`config.mk`:
```
export PLATFORM = sky130hd
export DESIGN_NAME = energy_voice_activity_detector_unit
export DESIGN_NICKNAME = d
export VERILOG_FILES = /design/src/rtl/evad_pkg.sv /design/src/rtl/energy_voice_activity_detector_unit.sv
export SDC_FILE = /design/constraint.sdc
export NUM_CORES = 1
export LEC_CHECK = 0
export BUFFER_PORTS_ARGS = -buffer_cell sky130_fd_sc_hd__buf_2
export CORE_MARGIN = 2
export CORE_UTILIZATION = 45
export DETAILED_ROUTE_END_ITERATION = 12
export SYNTH_ARGS = -nofsm -noshare
export SYNTH_HDL_FRONTEND = slang
export SYNTH_SLANG_ARGS = --single-unit
```
`constraint.sdc`:
```
create_clock -name i_clk -period 7.2 [get_ports i_clk]
set_input_delay 1.44 -clock i_clk [delete_from_list [all_inputs] [get_ports i_clk]]
set_output_delay 1.44 -clock i_clk [all_outputs]
set_load 0.01 [all_outputs]
```
`src/rtl/evad_pkg.sv`:
```
// types and constants of the energy voice activity detector
// no dependencies
package evad_pkg;

    typedef enum logic [1:0] {
        EV_SILENCE       = 2'd0,
        EV_VOICE_BEGIN   = 2'd1,
        EV_VOICE         = 2'd2,
        EV_SILENCE_BEGIN = 2'd3
    } t_event;

    typedef enum logic {
        PH_SILENCE = 1'b0,
        PH_VOICE   = 1'b1
    } t_phase;

    typedef enum logic [1:0] {
        CFG_THRESHOLD   = 2'd0,
        CFG_SLICE_LEN   = 2'd1,
        CFG_VOICE_RUN   = 2'd2,
        CFG_SILENCE_RUN = 2'd3
    } t_cfg_index;

    localparam logic [15:0] THRESHOLD_RST   = 16'd200;
    localparam logic [15:0] SLICE_LEN_RST   = 16'd80;
    localparam logic [15:0] VOICE_RUN_RST   = 16'd2;
    localparam logic [15:0] SILENCE_RUN_RST = 16'd20;
    localparam logic [31:0] LIMIT_RST       = 32'd16000;

endpackage

```
`src/rtl/energy_voice_activity_detector_unit.sv`:
```
// energy voice activity detector: slice energy, voice/silence hangover machine
// depends on evad_pkg
// a result passes through the input register and then the result register
// throughput: one sample per cycle while the result is not stalled; the input pauses after each
// configuration transfer while the threshold times length product register reloads
// a sample that ends no event-producing slice yields no result transfer
// synchronous active-low reset restores register defaults and clears all counters
module energy_voice_activity_detector_unit (
    input  logic        i_clk,
    input  logic        i_rst_n,
    input  logic        i_valid,
    output logic        o_ready,
    input  logic [15:0] i_sample,
    output logic        o_valid,
    input  logic        i_ready,
    output logic [1:0]  o_event_res,
    output logic [31:0] o_sample_count,
    input  logic        i_cfg_valid,
    output logic        o_cfg_ready,
    input  logic [1:0]  i_cfg_index,
    input  logic [15:0] i_cfg_data
);

    // configuration
    logic [15:0] r_threshold;
    logic [15:0] r_slice_len;
    logic [15:0] r_voice_run;
    logic [15:0] r_silence_run;
    logic [31:0] r_limit;
    logic        r_cfg_hold;

    // input stage
    logic        r_in_valid;
    logic [15:0] r_sample;

    // running state
    evad_pkg::t_phase r_phase, n_phase;
    logic [31:0] r_sum;
    logic [15:0] r_fill;
    logic [15:0] r_run, n_run;
    logic [31:0] r_total;

    // result stage
    logic              r_out_valid;
    evad_pkg::t_event  r_event, n_event;
    logic [31:0]       r_count;

    logic        cfg_xfer;
    logic        in_xfer;
    logic        advance;
    logic        work;
    logic [16:0] mag;
    logic [31:0] sum_acc;
    logic [15:0] fill_inc;
    logic [15:0] run_inc;
    logic [31:0] total_inc;
    logic        slice_end;
    logic        voice_slice;
    logic        emit;

    assign o_cfg_ready = 1'b1;
    assign cfg_xfer    = i_cfg_valid && o_cfg_ready;
    assign advance     = !r_out_valid || i_ready;
    assign work        = r_in_valid && advance;
    assign o_ready     = !r_cfg_hold && (!r_in_valid || advance);
    assign in_xfer     = i_valid && o_ready;

    always_ff @(posedge i_clk) begin
        if (!i_rst_n) begin
            r_threshold   <= evad_pkg::THRESHOLD_RST;
            r_slice_len   <= evad_pkg::SLICE_LEN_RST;
            r_voice_run   <= evad_pkg::VOICE_RUN_RST;
            r_silence_run <= evad_pkg::SILENCE_RUN_RST;
            r_limit       <= evad_pkg::LIMIT_RST;
            r_cfg_hold    <= 1'b0;
        end else begin
            r_cfg_hold <= cfg_xfer;
            r_limit    <= {16'd0, r_threshold} * {16'd0, r_slice_len};
            if (cfg_xfer) begin
                unique case (evad_pkg::t_cfg_index'(i_cfg_index))
                    evad_pkg::CFG_THRESHOLD:   r_threshold   <= i_cfg_data;
                    evad_pkg::CFG_SLICE_LEN:   r_slice_len   <= i_cfg_data;
                    evad_pkg::CFG_VOICE_RUN:   r_voice_run   <= i_cfg_data;
                    evad_pkg::CFG_SILENCE_RUN: r_silence_run <= i_cfg_data;
                    default: ;
                endcase
            end
        end
    end

    // magnitude of the most negative sample is 32768, hence 17 bits
    assign mag       = r_sample[15] ? (17'd0 - {r_sample[15], r_sample}) : {1'b0, r_sample};
    assign sum_acc   = r_sum + {15'd0, mag};
    assign fill_inc  = r_fill + 16'd1;
    assign run_inc   = r_run + 16'd1;
    assign total_inc = r_total + 32'd1;
    assign slice_end = fill_inc >= r_slice_len;
    assign voice_slice = sum_acc > r_limit;

    // next phase
    always_comb begin
        n_phase = r_phase;
        if (slice_end) begin
            unique case (r_phase)
                evad_pkg::PH_SILENCE: begin
                    if (voice_slice && run_inc >= r_voice_run) n_phase = evad_pkg::PH_VOICE;
                end
                evad_pkg::PH_VOICE: begin
                    if (!voice_slice && run_inc >= r_silence_run) n_phase = evad_pkg::PH_SILENCE;
                end
                default: n_phase = r_phase;
            endcase
        end
    end

    // event, emit and run counter
    always_comb begin
        n_event = evad_pkg::EV_SILENCE;
        n_run   = r_run;
        emit    = 1'b0;
        if (slice_end) begin
            unique case (r_phase)
                evad_pkg::PH_SILENCE: begin
                    if (voice_slice) begin
                        n_run = run_inc;
                        if (run_inc >= r_voice_run) begin
                            n_run   = 16'd0;
                            n_event = evad_pkg::EV_VOICE_BEGIN;
                            emit    = 1'b1;
                        end
                    end else begin
                        n_run = 16'd0;
                        emit  = 1'b1;
                    end
                end
                evad_pkg::PH_VOICE: begin
                    if (voice_slice) begin
                        n_run   = 16'd0;
                        n_event = evad_pkg::EV_VOICE;
                        emit    = 1'b1;
                    end else begin
                        n_run = run_inc;
                        if (run_inc >= r_silence_run) begin
                            n_run   = 16'd0;
                            n_event = evad_pkg::EV_SILENCE_BEGIN;
                            emit    = 1'b1;
                        end
                    end
                end
                default: ;
            endcase
        end
    end

    always_ff @(posedge i_clk) begin
        if (!i_rst_n) begin
            r_in_valid  <= 1'b0;
            r_out_valid <= 1'b0;
            r_phase     <= evad_pkg::PH_SILENCE;
            r_sum       <= 32'd0;
            r_fill      <= 16'd0;
            r_run       <= 16'd0;
            r_total     <= 32'd0;
        end else begin
            if (in_xfer) begin
                r_in_valid <= 1'b1;
            end else if (work) begin
                r_in_valid <= 1'b0;
            end
            if (advance) begin
                r_out_valid <= work && emit;
            end
            if (work) begin
                r_phase <= n_phase;
                r_run   <= n_run;
                r_total <= total_inc;
                r_sum   <= slice_end ? 32'd0 : sum_acc;
                r_fill  <= slice_end ? 16'd0 : fill_inc;
            end
        end
    end

    // payload registers
    always_ff @(posedge i_clk) begin
        if (in_xfer) begin
            r_sample <= i_sample;
        end
        if (work) begin
            r_event <= n_event;
            r_count <= total_inc;
        end
    end

    assign o_valid        = r_out_valid;
    assign o_event_res    = r_event;
    assign o_sample_count = r_count;

endmodule

```
==> results.py <==
metrics = {
    "outcome": {
        "outcome": "completed",
    },
    "route": {
        "drc": 0,
        "finalWirelength_um": 52800,
        "ant_nets": 0,
        "dr.first_iter.drc_count": 986,
        "vias": 16900,
        "post_drt_via_cell_ratio": 5.38,
        "detail_route.first_pass.iterations": 5,
        "post_drt_wl_per_cell_um": 16.8,
    },
    "clock_network": {
        "htree_levels": 1,
        "ctsResizeCount": 0,
        "hold_buffers": 0,
        "post_cts_buffers": 0,
        "ctsLongestPathBuffers": 3,
        "cts_tree": "built",
        "cts.sinks": 246,
        "clk_latency_ps": 550,
        "clock-root-buffer": "clkbuf_16",
        "clkTransAtPathRegs_ps": 60,
        "cts_buffers": 27,
    },
    "sta": {
        "max_slew_margin_pct": 23.6,
        "tightest_slew_ps": 1140,
        "tns_ps": 0,
        "max_clock_freq_ghz": 0.157,
        "finalHoldViolCount": 0,
        "fin_worst_skew_ps": 24.2,
        "finalSetupViolCount": 0,
        "finalCriticalPeriod_ps": 6380,
        "slew_viol_final": 0,
        "rsz0062_at_grt": "no",
        "period_share_pct": 88.6,
    },
    "placed_design": {
        "placed_area_mm2": 0.0224,
        "gp_congestion": 0.874,
        "port_buffers": 74,
        "hpwl_um": 40000,
    },
    "grt": {
        "grt_max_degree": 72,
        "track_usage_pct": 21.6,
        "antenna_found_initial": 0,
        "grt_first_pass_wirelength_um": 87300,
        "grt_pass1_vias": 17200,
        "grt-ovfl-total": 0,
    },
    "job": {
        "drv.max_cap_violation_count": 0,
    },
    "finish": {
        "layout_commonest_cell": "nand2_1",
        "syn_to_final_growth_pct": 8.01,
        "design_area_mm2": 0.0233,
        "fin_nets": 2948,
        "drive_gt1_share_pct": 6.09,
        "final_cell_mix": "402 x nand2_1, 324 x inv_1, 205 x ha_1",
        "antenna-diode-count": 0,
    },
    "yosys": {
        "ys_types": 74,
        "synth_top_area_cell": "dfxtp_1",
        "synth_edf_count": 50,
        "ys_seq_area_share_pct": 25.1,
        "syn_area_per_cell_um2": 8.60,
        "synthArstFlopShare_pct": 0,
        "synthFlopType": "dfxtp_1",
        "synthTopCellsByArea": "dfxtp_1 18%, fa_1 18%, ha_1 12%",
        "yosysWarnings": 0,
        "synth_top_area_share_pct": 18.2,
        "syn-cell-area_mm2": 0.0216,
        "syn_inst": 2511,
        "synthesis.nets": 2950,
        "yosys_register_bits": 246,
    },
    "floorplan": {
        "fp.coreArea_mm2": 0.0475,
        "row_count": 80,
        "start_util_pct": 45.4,
        "pin_count": 76,
        "die_area_mm2": 0.0498,
        "die_x_um": 223,
        "die_height_um": 223,
    },
    "critical_path": {
        "required_ps": 7630,
        "critPathLaunchType": "flop",
        "endpoint_kind": "flop",
        "arrival_ps": 6810,
        "path_max_fanout": 18,
        "worstSetupPathType": "reg -> reg",
    },
    "power_and_ir_drop": {
        "leakage_nw": 10.4,
        "peakVddDrop_uv": 175,
        "powerDensity_mw_per_mm2": 159,
    },
    "hold_path": {
        "hp-class": "reg -> reg",
    },
}
-- cell families after synthesis --
logic type / count (synthesis) / synth area share (%)
and+or+nand+nor: 887 / 19.6
buffers and inverters: 443 / 7.84
adders and majority gates: 400 / 30.0
AOI/OAI and AO/OA: 364 / 10.5
DFF: 246 / 25.1
xor gates and xnor gates: 159 / 6.45
muxes: 10 / 0.463
other: 2 / 0.0348
-- worst max-delay path: stages (launching register included) --
cell and delay, ps:
dfxtp_1 840, nand2_1 160, fa_1 550, inv_1 60
fa_1 530, inv_1 60, fa_1 500, inv_1 50
fa_1 470, inv_1 60, fa_1 510, fa_1 540
inv_1 40, ha_1 380, a21oi_1 130, o21ai_0 240
o21bai_1 140, a21boi_0 600, a21boi_0 230, mux2i_1 170
-- layout make-up --
class / count / area, um2
clock inverter: 10 / 140
timing repair buffer: 86 / 460
tap: 615 / 769
fill: 4591 / 24200
multi-input combinational: 1822 / 14500
sequential: 246 / 5430
inverter: 326 / 1230
clock buffer: 39 / 805
-- flip-flops by register name, summed over array words and instances, names as in the netlist, 32 cells and up --
signal / cells
o_sample_count: 32
r_limit: 32
r_sum: 32
r_total: 32
-- cell usage after synthesis (all sizes together) (5+ instances only) --
master    n
xnor2    91
nand4    35
and3     26
edfxtp   50
dfxtp   196
nor2b    10
xor2     68
a22oi    17
o211ai   25
mux2i    10
a31oi    15
buf      20
or3      21
a211oi   14
nor3     46
ha      205
nand3    66
clkbuf   97
a41o      5
inv     326
nor2    101
or4       6
and2    114
a21oi   163
nor4     12
o31ai     8
o21a      8
and4      9
fa      195
or2       5
nand3b    8
a21o     19
nand2   404
o21ai    54
nand2b   17
-- per-layer routing --
| metal | vias up | global-route usage [%] | part of all wire [%] |
|---|---|---|---|
| met1 | 8195 | 27.1 | 43 |
| met3 | 106 | 2.65 | 4.1 |
| li1 | 8233 | - | - |
| met5 | - | 0 | 0 |
| met2 | 382 | 38.3 | 49 |
| met4 | 0 | 7.97 | 3.9 |
-- through the flow --
stage | worst slack [ps] | utilization [%] | hold slack [ps] | power, W | instances
finish | 824 | 49.1 | 452 | 0.00370 | 3144
global route | 422 | 49.1 | 476 | 0.00390 | 3144
CTS | 818 | 49.1 | 454 | 0.00375 | 3144
detailed placement | 816 | 47.1 | 448 | 0.00227 | 3095
global placement | 943 | 47.1 | 440 | 0.00224 | 3095
floorplan | 1220 | - | 432 | 0.00204 | 2511
-- power breakdown --
group | leakage, nW | total, W | internal, W | switching (W)
clock | 0.452 | 0.00147 | 0.000886 | 0.000582
combinational | 7.90 | 0.000715 | 0.000271 | 0.000444
sequential | 2.02 | 0.00152 | 0.00146 | 0.0000587
-- path summary, 6_finish.rpt --
path,from,end,slack (ps),depth (start not counted)
max reg2reg,r_slice_len[5],r_limit[26],820,19
min,r_fill[12],r_fill[12],450,2
min reg2reg,r_fill[12],r_fill[12],450,2
max,r_slice_len[5],r_limit[26],820,19
Note: power is estimated with default switching activity, not from simulation.
